## src/rtl/bdq_pkg.sv

```systemverilog
// ----------------------------------------------------------------------------
// bdq_pkg
// Shared types and constants of the bounded deque with search.
// ----------------------------------------------------------------------------
package bdq_pkg;

   localparam int BDQ_DEPTH   = 16;
   localparam int BDQ_VALUE_W = 32;
   localparam int BDQ_OP_W    = 3;
   localparam int BDQ_POS_W   = 4;
   localparam int BDQ_OCC_W   = 5;

   typedef enum logic [BDQ_OP_W-1:0] {
      OP_INS_FRONT = 3'd0,
      OP_INS_BACK  = 3'd1,
      OP_REM_FRONT = 3'd2,
      OP_REM_BACK  = 3'd3,
      OP_SEARCH    = 3'd4
   } opcode_type;

   typedef enum logic [1:0] {
      ST_OK       = 2'd0,
      ST_EMPTY    = 2'd1,
      ST_FULL     = 2'd2,
      ST_NOTFOUND = 2'd3
   } status_type;

   // status sits in the lowest bits
   typedef struct packed {
      logic [BDQ_OCC_W-1:0] occupancy;
      logic [BDQ_POS_W-1:0] found_position;
      status_type           status;
   } rsp_type;

endpackage

```

## src/rtl/bounded_deque_with_search.sv

```systemverilog
// ----------------------------------------------------------------------------
// bounded_deque_with_search
// Double-ended queue of signed 32-bit values with a linear search.
// ----------------------------------------------------------------------------
// Values sit in a ring of DEPTH entries in one synchronous memory. Inserts and
// removals at either end are taken at one per cycle while the result register
// is free; an insert into a full queue is refused with status full, a removal
// or search on an empty one gives status empty. A search reads the held
// entries from the front, one per cycle through the single memory read port,
// and stops at the first match or after the last held entry. One item is in
// work at a time; the result register lets the next transaction in while a
// result waits to be taken.
module bounded_deque_with_search
   import bdq_pkg::*;
#(
   parameter int DEPTH = BDQ_DEPTH
) (
   input  logic        clock,
   input  logic        reset,
   input  logic        req_tvalid,
   output logic        req_tready,
   input  logic [31:0] req_tdata,   // [31:0] value
   input  logic [2:0]  req_tuser,   // [2:0] opcode
   output logic        rsp_tvalid,
   input  logic        rsp_tready,
   output logic [15:0] rsp_tdata    // [1:0] status, [5:2] found_position,
                                    // [10:6] occupancy, [15:11] zero
);

   localparam int AW = $clog2(DEPTH);

   rsp_type                rsp_data;
   logic                   mem_wr_en;
   logic [AW-1:0]          mem_wr_addr;
   logic [BDQ_VALUE_W-1:0] mem_wr_data;
   logic                   mem_rd_en;
   logic [AW-1:0]          mem_rd_addr;
   logic [BDQ_VALUE_W-1:0] mem_rd_data;

   bdq_ctrl #(
      .DEPTH (DEPTH)
   ) u_ctrl (
      .clock       (clock),
      .reset       (reset),
      .req_valid   (req_tvalid),
      .req_ready   (req_tready),
      .req_opcode  (req_tuser),
      .req_value   (req_tdata),
      .rsp_valid   (rsp_tvalid),
      .rsp_ready   (rsp_tready),
      .rsp_data    (rsp_data),
      .mem_wr_en   (mem_wr_en),
      .mem_wr_addr (mem_wr_addr),
      .mem_wr_data (mem_wr_data),
      .mem_rd_en   (mem_rd_en),
      .mem_rd_addr (mem_rd_addr),
      .mem_rd_data (mem_rd_data)
   );

   bdq_mem #(
      .DEPTH (DEPTH)
   ) u_mem (
      .clock   (clock),
      .wr_en   (mem_wr_en),
      .wr_addr (mem_wr_addr),
      .wr_data (mem_wr_data),
      .rd_en   (mem_rd_en),
      .rd_addr (mem_rd_addr),
      .rd_data (mem_rd_data)
   );

   assign rsp_tdata = {5'b0, rsp_data};

endmodule

```

## src/rtl/bdq_mem.sv

```systemverilog
// ----------------------------------------------------------------------------
// bdq_mem
// Entry store: one write port, one read port, registered read data.
// ----------------------------------------------------------------------------
module bdq_mem
   import bdq_pkg::*;
#(
   parameter int DEPTH = BDQ_DEPTH
) (
   input  logic                     clock,
   input  logic                     wr_en,
   input  logic [$clog2(DEPTH)-1:0] wr_addr,
   input  logic [BDQ_VALUE_W-1:0]   wr_data,
   input  logic                     rd_en,
   input  logic [$clog2(DEPTH)-1:0] rd_addr,
   output logic [BDQ_VALUE_W-1:0]   rd_data
);

   logic [BDQ_VALUE_W-1:0] store_ff [DEPTH];
   logic [BDQ_VALUE_W-1:0] rd_data_ff;

   always_ff @(posedge clock) begin
      if (wr_en) begin
         store_ff[wr_addr] <= wr_data;
      end
   end

   always_ff @(posedge clock) begin
      if (rd_en) begin
         rd_data_ff <= store_ff[rd_addr];
      end
   end

   assign rd_data = rd_data_ff;

endmodule

```

## src/rtl/bdq_ctrl.sv

```systemverilog
// ----------------------------------------------------------------------------
// bdq_ctrl
// Front index, count, operation decode, search sequencer and result register.
// ----------------------------------------------------------------------------
module bdq_ctrl
   import bdq_pkg::*;
#(
   parameter int DEPTH = BDQ_DEPTH
) (
   input  logic                     clock,
   input  logic                     reset,
   input  logic                     req_valid,
   output logic                     req_ready,
   input  logic [BDQ_OP_W-1:0]      req_opcode,
   input  logic [BDQ_VALUE_W-1:0]   req_value,
   output logic                     rsp_valid,
   input  logic                     rsp_ready,
   output rsp_type                  rsp_data,
   output logic                     mem_wr_en,
   output logic [$clog2(DEPTH)-1:0] mem_wr_addr,
   output logic [BDQ_VALUE_W-1:0]   mem_wr_data,
   output logic                     mem_rd_en,
   output logic [$clog2(DEPTH)-1:0] mem_rd_addr,
   input  logic [BDQ_VALUE_W-1:0]   mem_rd_data
);

   localparam int AW = $clog2(DEPTH);
   localparam int CW = $clog2(DEPTH + 1);

   typedef enum logic [2:0] {
      S_IDLE   = 3'b001,
      S_SEARCH = 3'b010,
      S_DONE   = 3'b100
   } state_type;

   state_type            state_ff,   state_in;
   logic [AW-1:0]        front_ff,   front_in;
   logic [CW-1:0]        count_ff,   count_in;
   logic                 rsp_vld_ff, rsp_vld_in;
   rsp_type              rsp_ff,     rsp_in;
   rsp_type              res_ff,     res_in;
   logic [BDQ_VALUE_W-1:0] key_ff,   key_in;
   logic [AW-1:0]        cmp_idx_ff, cmp_idx_in;
   logic [AW-1:0]        rd_addr_ff, rd_addr_in;

   logic                 out_free;
   logic                 accept;
   logic                 full;
   logic                 empty;
   logic                 load;
   status_type           st;
   logic [AW:0]          back_sum;
   logic [AW-1:0]        back_addr;
   logic                 last_cmp;

   function automatic logic [AW-1:0] ring_next(input logic [AW-1:0] i);
      ring_next = (i == AW'(DEPTH - 1)) ? '0 : i + AW'(1);
   endfunction

   function automatic logic [AW-1:0] ring_prev(input logic [AW-1:0] i);
      ring_prev = (i == '0) ? AW'(DEPTH - 1) : i - AW'(1);
   endfunction

   assign out_free  = !rsp_vld_ff || rsp_ready;
   assign req_ready = (state_ff == S_IDLE);
   assign accept    = req_valid && req_ready;
   assign full      = (count_ff == CW'(DEPTH));
   assign empty     = (count_ff == '0);
   assign back_sum  = (AW+1)'(front_ff) + (AW+1)'(count_ff);
   assign back_addr = (back_sum >= (AW+1)'(DEPTH)) ? AW'(back_sum - (AW+1)'(DEPTH))
                                                   : AW'(back_sum);
   assign last_cmp  = ((CW'(cmp_idx_ff) + CW'(1)) == count_ff);

   always_comb begin
      state_in    = state_ff;
      front_in    = front_ff;
      count_in    = count_ff;
      rsp_vld_in  = rsp_vld_ff && !rsp_ready;
      rsp_in      = rsp_ff;
      res_in      = res_ff;
      key_in      = key_ff;
      cmp_idx_in  = cmp_idx_ff;
      rd_addr_in  = rd_addr_ff;
      mem_wr_en   = 1'b0;
      mem_wr_addr = front_ff;
      mem_wr_data = req_value;
      mem_rd_en   = 1'b0;
      mem_rd_addr = rd_addr_ff;
      load        = 1'b0;
      st          = ST_OK;
      unique case (state_ff)
         S_IDLE: begin
            if (accept) begin
               load = 1'b1;
               unique case (req_opcode)
                  OP_INS_FRONT: begin
                     if (full) begin
                        st = ST_FULL;
                     end else begin
                        front_in    = ring_prev(front_ff);
                        mem_wr_en   = 1'b1;
                        mem_wr_addr = ring_prev(front_ff);
                        count_in    = count_ff + CW'(1);
                     end
                  end
                  OP_INS_BACK: begin
                     if (full) begin
                        st = ST_FULL;
                     end else begin
                        mem_wr_en   = 1'b1;
                        mem_wr_addr = back_addr;
                        count_in    = count_ff + CW'(1);
                     end
                  end
                  OP_REM_FRONT: begin
                     if (empty) begin
                        st = ST_EMPTY;
                     end else begin
                        front_in = ring_next(front_ff);
                        count_in = count_ff - CW'(1);
                     end
                  end
                  OP_REM_BACK: begin
                     if (empty) begin
                        st = ST_EMPTY;
                     end else begin
                        count_in = count_ff - CW'(1);
                     end
                  end
                  OP_SEARCH: begin
                     if (empty) begin
                        st = ST_EMPTY;
                     end else begin
                        load        = 1'b0;
                        mem_rd_en   = 1'b1;
                        mem_rd_addr = front_ff;
                        rd_addr_in  = ring_next(front_ff);
                        cmp_idx_in  = '0;
                        key_in      = req_value;
                        state_in    = S_SEARCH;
                     end
                  end
                  default: begin
                     st = ST_OK;
                  end
               endcase
               if (load) begin
                  res_in.status         = st;
                  res_in.found_position = '0;
                  res_in.occupancy      = BDQ_OCC_W'(count_in);
                  // park the result while the output register is still taken
                  if (out_free) begin
                     rsp_vld_in = 1'b1;
                     rsp_in     = res_in;
                  end else begin
                     state_in = S_DONE;
                  end
               end
            end
         end
         S_SEARCH: begin
            // compare the entry read last cycle, issue the next read meanwhile
            if (mem_rd_data == key_ff) begin
               res_in.status         = ST_OK;
               res_in.found_position = BDQ_POS_W'(cmp_idx_ff);
               res_in.occupancy      = BDQ_OCC_W'(count_ff);
               state_in              = S_DONE;
            end else if (last_cmp) begin
               res_in.status         = ST_NOTFOUND;
               res_in.found_position = '0;
               res_in.occupancy      = BDQ_OCC_W'(count_ff);
               state_in              = S_DONE;
            end else begin
               mem_rd_en   = 1'b1;
               mem_rd_addr = rd_addr_ff;
               rd_addr_in  = ring_next(rd_addr_ff);
               cmp_idx_in  = cmp_idx_ff + AW'(1);
            end
         end
         S_DONE: begin
            if (out_free) begin
               rsp_vld_in = 1'b1;
               rsp_in     = res_ff;
               state_in   = S_IDLE;
            end
         end
         default: begin
            state_in = S_IDLE;
         end
      endcase
   end

   always_ff @(posedge clock) begin
      if (reset) begin
         state_ff   <= S_IDLE;
         front_ff   <= '0;
         count_ff   <= '0;
         rsp_vld_ff <= 1'b0;
      end else begin
         state_ff   <= state_in;
         front_ff   <= front_in;
         count_ff   <= count_in;
         rsp_vld_ff <= rsp_vld_in;
      end
   end

   always_ff @(posedge clock) begin
      rsp_ff     <= rsp_in;
      res_ff     <= res_in;
      key_ff     <= key_in;
      cmp_idx_ff <= cmp_idx_in;
      rd_addr_ff <= rd_addr_in;
   end

   assign rsp_valid = rsp_vld_ff;
   assign rsp_data  = rsp_ff;

endmodule

```

## config.mk

```make
export PLATFORM = sky130hd
export DESIGN_NAME = bounded_deque_with_search
export DESIGN_NICKNAME = d
export VERILOG_FILES = /design/src/rtl/bdq_pkg.sv /design/src/rtl/bounded_deque_with_search.sv /design/src/rtl/bdq_mem.sv /design/src/rtl/bdq_ctrl.sv
export SDC_FILE = /design/constraint.sdc
export NUM_CORES = 1
export LEC_CHECK = 0
export ABC_AREA = 1
export CAP_MARGIN = 10
export CORE_ASPECT_RATIO = 1.5
export CORE_UTILIZATION = 35
export DETAILED_ROUTE_END_ITERATION = 8
export DONT_BUFFER_PORTS = 1
export GPL_TIMING_DRIVEN = 0
export SLEW_MARGIN = 20
export SYNTH_ARGS = -nofsm -noshare
export SYNTH_HDL_FRONTEND = slang
export SYNTH_HIERARCHICAL = 1
export SYNTH_SLANG_ARGS = --single-unit
```

## constraint.sdc

```tcl
create_clock -name clock -period 3.35 [get_ports clock]
set_input_delay 0.1675 -clock clock [delete_from_list [all_inputs] [get_ports clock]]
set_output_delay 0.1675 -clock clock [all_outputs]
set_load 0.05 [all_outputs]
```

==> reports/results.ini, run 1 <==
[power]
internal_power_mw=12.7
power_frac_comb=0.081
sw_frac_of_total=0.233
ir_worst_vdd_v=0.000408
seq_power_share=0.532
power_density_mw_per_mm2=509
clkPwrFrac=0.387
p_leak_nw=13.5
p_sw_mw=3.85

[logic_synthesis]
synth.area.top_cells=edfxtp_1 66%, nand2_1 11%, nand3_1 7.3%
syn_area_sq_mm=0.0275
synth_most_common_cell=nand2_1
synth_top_cell_by_area=edfxtp_1
ys_seq_area_frac=0.670
ys_warn_count=6
synth-edff-count=606
synth_commonest_cells=797 x nand2_1, 606 x edfxtp_1, 450 x inv_1
synth_top_area_share=0.661
synth_cell_type_count=42
synth_ff_type=edfxtp_1
synth-seq-cells=619
synth.avg_cell_area_sq_um=10.4
netlist_instances=2639
async_flop_share=0

[final_layout]
drive_gt1_frac=0.116
nets=2839
multi_input_area_sq_mm=0.00652
fillers=7173
ff_latch_area_sq_mm=0.0185
final_core_util=0.418
areaGrowthSynthToFinish_pct=18.1

[global_route]
track_usage=0.191
overflow=0
grt_pass1_wl_mm=111
grt_max_degree=33
antenna_found_initial=2
grt_pass1_vias=17500

[sta]
max_slew_margin=0.409
rsz0062_at_grt=false
max_freq_ghz=0.309
post-route-period-util=0.965
skew_ns=0.0275
period_needed_ns=3.23
finalSetupViolations=0
slew_viol_final=0
hold_violations=0
whs_ns=0.0462
worst_pin_slew_ns=0.884

[die]
die_h_um=346
core_area_sq_mm=0.0777
die-area_sq_mm=0.0798
rows=125
initial_core_util=0.354
die_width_um=231
io_pins=57

[critical_path]
worst_ep_required_time_ns=3.71
crit_type=reg -> reg
crit_path_end_kind=register
cp_slowest_cell=dfxtp_4
cpPeakStageDelay_ns=0.38
crit_chain=inv_1 -> ha_1 -> nand3_2 -> inv_2 -> nand2_4 -> nand2_4 -> nor2_4 -> buf_16 -> buf_16 -> inv_1 -> buf_6 -> o21ai_2 -> buf_6 -> inv_8 -> buf_12 -> buf_6 -> nand2_1 -> nand2_1 -> nand2_1 -> nand3_1 -> nand3_1 -> nand2_2
cp_max_fo=13
setup.worst_path.start_class=register
worstPathArrival_ns=3.60

[drt]
wl_mm=76.9
vias=18300
ant_nets=0
avgViaCountPerCell=4.75
wire_per_inst_um=20.0
drc=0
drtIter0Drc=1352
first_pass_iters=5

[placed_design]
post-dp-hpwl_mm=51.8
routabilityCongestion=0.841
port-buffer-count=0

[cts]
clk_latency_ns=0.63
clk_pin_slew_worst_paths_ns=0.06
cts_tree=yes
clock_sinks=619
clockBufferDepth=3
htree_num_levels=2
cts_buffers=57
root_buffer=clkbuf_16

[run]
max_cap_violations=0

[hold_path]
min_path_type=in -> reg

[status]
status=finished, final reports clean

-- worst max-delay path, delay by kind of cell (launching register included) --
kind	cells	cell delay, ns
and+or+nand+nor	10	1.01
adders and majority gates	1	0.23
DFF	1	0.38
AOI/OAI and AO/OA	1	0.12
buffers and inverters	10	1.20
-- state kept, by name (all words and copies together), names as in the netlist --
| signal | flops |
|---|---|
| u_ctrl/state_ff | 3 |
| u_ctrl/rsp_data | 11 |
| u_mem/rd_data | 32 |
| u_ctrl/count_ff | 5 |
| u_ctrl/res_ff | 11 |
| u_ctrl/cmp_idx_ff | 4 |
| u_ctrl/key_ff | 32 |
| u_ctrl/front_ff | 4 |
| u_ctrl/rd_addr_ff | 4 |
| u_ctrl/rsp_valid | 1 |
| u_mem/store_ff | 512 |
-- stage by stage --
stage          power [mW]  std cells  cell area [sq um]  setup slack (ns)  setup TNS, ns
2_1_floorplan        9.76       2643              27600            -0.182         -34.87
3_3_place_gp         10.1       3659              28900             -2.52        -846.16
3_5_place_dp         10.2       3685              29600             -1.44         -64.88
4_1_cts              16.6       3840              32300          0.000588              0
5_1_grt              17.0       3852              32500           0.00245              0
6_report             16.5       3852              32500             0.117              0
-- area by class of cell --
cell class | instances | share of cell area
inverters | 458 | 0.0531
diodes | 2 | 0.000154
multi-input cells | 1415 | 0.200
flip-flops and latches | 619 | 0.568
clock buffers | 71 | 0.0468
clock inverters | 32 | 0.00881
plain buffers | 151 | 0.0427
well taps | 1016 | 0.0391
repair buffers | 88 | 0.0409
-- power by group through the flow --
stage / sequential [mW] / combinational, mW / clock (mW)
after detailed placement: 8.97 / 1.21 / 0
after global routing: 8.81 / 1.46 / 6.78
final: 8.80 / 1.34 / 6.40
after CTS: 8.81 / 1.30 / 6.50
after floorplan: 8.95 / 0.804 / 0
after global placement: 8.97 / 1.17 / 0
-- what timing repair did --
action                                 CTS  global route
endpoints found under the hold margin  557             0
gates resized for setup                106            34
hold buffers                            38             0
pin swaps                               12             4
setup endpoints to repair              260            80
setup buffers                           14             8
gates cloned                             0             2
-- layer usage --
layer,vias to the layer above,global-route usage,share of wire,routed length [um]
li1,8795,-,-,-
met1,8763,0.215,0.37,28800
met2,580,0.348,0.52,40000
met3,172,0.0271,0.054,4160
met4,0,0.0937,0.051,3950
met5,-,0,0,0
-- cells by family after synthesis --
logic type / after synthesis / synth area share
compound gates: 63 / 0.0132
buf+inv: 609 / 0.100
other cells: 1 / 0.000136
simple gates: 1301 / 0.200
flops: 619 / 0.670
xor+xnor: 36 / 0.0114
fa+ha+maj: 10 / 0.00482
-- worst paths after layout --
kind,startpoint,end,slack (ns),cells after the start
max,u_ctrl/count_ff[0],u_mem/rd_data[10],0.12,22
min,req_tuser[1],u_ctrl/front_ff[0],0.05,5
min reg2reg,u_ctrl/res_ff[0],u_ctrl/rsp_data[0],0.53,2
max reg2reg,u_ctrl/count_ff[0],u_mem/rd_data[10],0.12,22
-- cells in the final DEF, fill, tap and decap left out, drive strengths merged, types with 6 or more instances in the layout --
cell type	n
o21ai	38
nand2	802
nor3	8
buf	182
inv	461
dlygate4sd3	38
ha	9
xnor2	30
clkinv	22
a21oi	15
dfxtp	13
nor2	84
nand3	403
xor2	6
clkbuf	90
edfxtp	606
(Power assumes the default switching activity.)
==> inputs of run 2 (changes only) <==
--- a/config.mk
+++ b/config.mk
@@ -12,6 +12,7 @@
 export DETAILED_ROUTE_END_ITERATION = 8
 export DONT_BUFFER_PORTS = 1
 export GPL_TIMING_DRIVEN = 0
+export RECOVER_POWER = 25
 export SLEW_MARGIN = 20
 export SYNTH_ARGS = -nofsm -noshare
 export SYNTH_HDL_FRONTEND = slang
==> run 2 against run 1 <==
  * Clock power hardly changed
  * Worst setup slack better by 0.0062 ns
  * Sequential share of layout area is 0.14 points higher
  * Critical endpoint unchanged
  * Final area is 0.25% lower
  * Largest power group unchanged
  * Highest routed layer unchanged
  * Total power hardly changed
  * Count of clock-buffer cells in the layout stayed put
  * Flip-flop and latch count stayed put
  * Largest cell class unchanged
  * Critical path type unchanged
==> reports/results.ini, run 2 (synthesized netlist as in run 1, its figures left out) <==
[global_route]
grt_pass1_wl_mm=111
track_usage=0.191
grt_max_degree=33
overflow=0
antenna_found_initial=2
grt_pass1_vias=17500

[final_layout]
instances_no_fill=3852
regMostFlops=u_mem/store_ff
ff_latch_area_sq_mm=0.0185
final_common_cell=nand2_1
largest_reg_flops=512
drive_gt1_frac=0.108
fillers=7185
areaGrowthSynthToFinish_pct=17.8
layout_common_cells=795 x nand2_1, 606 x edfxtp_1, 449 x inv_1
final_area_sq_mm=0.0324
multi_input_area_sq_mm=0.00652
nets=2839

[status]
status=finished, final reports clean

[cts]
cts_tree=yes
clock_sinks=619
clk_pin_slew_worst_paths_ns=0.06
htree_num_levels=2
root_buffer=clkbuf_16
cts_buffers=57
clockBufferDepth=3
clk_latency_ns=0.63

[power]
p_leak_nw=13.4
power_density_mw_per_mm2=510
ir_worst_vdd_v=0.000408

[critical_path]
crit_type=reg -> reg
cpPeakStageDelay_ns=0.38
cp_slowest_cell=dfxtp_4
crit_chain=inv_1 -> ha_1 -> nand3_2 -> inv_2 -> nand2_4 -> nand2_4 -> nor2_4 -> buf_16 -> buf_16 -> inv_1 -> buf_6 -> o21ai_2 -> buf_6 -> inv_8 -> buf_12 -> buf_6 -> nand2_1 -> nand2_1 -> nand2_1 -> nand3_1 -> nand3_1 -> nand2_2
critPathBufInv=10
timing.rr.start=u_ctrl/count_ff[0]
crit_path_end_kind=register
worstPathArrival_ns=3.59
crit_family=buffers and inverters
crit_path_start=u_ctrl/count_ff[0]
cp_max_fo=13
worst_ep_required_time_ns=3.72
setup.worst_path.start_class=register

[die]
die-area_sq_mm=0.0798
die_width_um=231
core_area_sq_mm=0.0777
rows=125
die_h_um=346
initial_core_util=0.354
io_pins=57

[drt]
wl_mm=76.9
drc=0
vias=18400
first_pass_iters=5
avgViaCountPerCell=4.79
wire_per_inst_um=20.0
drtIter0Drc=1335
ant_nets=0

[sta]
max_freq_ghz=0.310
worst_slack_ns=0.123
finalSetupViolations=0
skew_ns=0.0280
worst_pin_slew_ns=0.884
rsz0062_at_grt=false
post-route-period-util=0.963
hold_violations=0
slew_viol_final=0
max_slew_margin=0.408
period_needed_ns=3.23

[placed_design]
post-dp-hpwl_mm=51.8
place_area_sq_mm=0.0296
pre_cts_ws_ns=-1.44
routabilityCongestion=0.841
port-buffer-count=0
placedCellCount=3685

[hold_path]
min_path_type=in -> reg
holdCritStartpoint=req_tuser[1]

[run]
max_cap_violations=0

-- run 2: through the flow --
step                      power (mW)   util  hold WS, ns  TNS (ns)
after CTS                       16.6  0.415       0.0167         0
after global routing            17.0  0.417       0.0705         0
after global placement          10.1  0.371        0.235   -846.16
final                           16.5  0.417       0.0423         0
after detailed placement        10.2  0.381        0.235    -64.88
after floorplan                 9.76      -        0.230    -34.87
-- run 2: metal layers --
layer,routed length (um),GRT usage,vias to the layer above
met5,0,0,-
met4,3950,0.0937,0
met3,4280,0.0271,168
met2,39900,0.348,602
met1,28800,0.215,8874
li1,-,-,8803
-- run 2: path summary, 6_finish.rpt --
| path | endpoint | slack, ns | cells past startpoint |
|---|---|---|---|
| max | u_mem/rd_data[10] | 0.12 | 22 |
| min reg2reg | u_ctrl/rsp_data[7] | 0.53 | 2 |
| min | u_ctrl/front_ff[0] | 0.04 | 5 |
| max reg2reg | u_mem/rd_data[10] | 0.12 | 22 |
-- run 2: area by class of cell --
type	instances	share of cell area
Timing Repair Buffer	88	0.0410
Sequential cell	619	0.569
Inverter	458	0.0532
Clock buffer	71	0.0469
Buffer	151	0.0402
Antenna cell	2	0.000154
Clock inverter	32	0.00884
Tap cell	1016	0.0392
Multi-Input combinational cell	1415	0.201
-- run 2: worst reg2reg max path: cells and delay by family (launching register included) --
family          cells  cell delay (ns)
compound gates      1             0.13
buf+inv            10             1.23
fa+ha+maj           1             0.23
simple gates       10             0.99
flops               1             0.38
-- run 2: timing repair --
item	4_1_cts	5_1_grt
setup endpoints to repair	260	80
gates resized for setup	106	34
endpoints found under the hold margin	557	0
gates cloned	0	2
setup buffers	14	8
hold buffers	38	0
pin swaps	12	4
-- run 2: power breakdown --
| group | total, mW | internal (mW) | switching (mW) |
|---|---|---|---|
| Clock | 6.39 | 3.59 | 2.80 |
| Combinational | 1.33 | 0.421 | 0.906 |
| Sequential | 8.80 | 8.66 | 0.139 |
| Total | 16.5 | 12.7 | 3.85 |
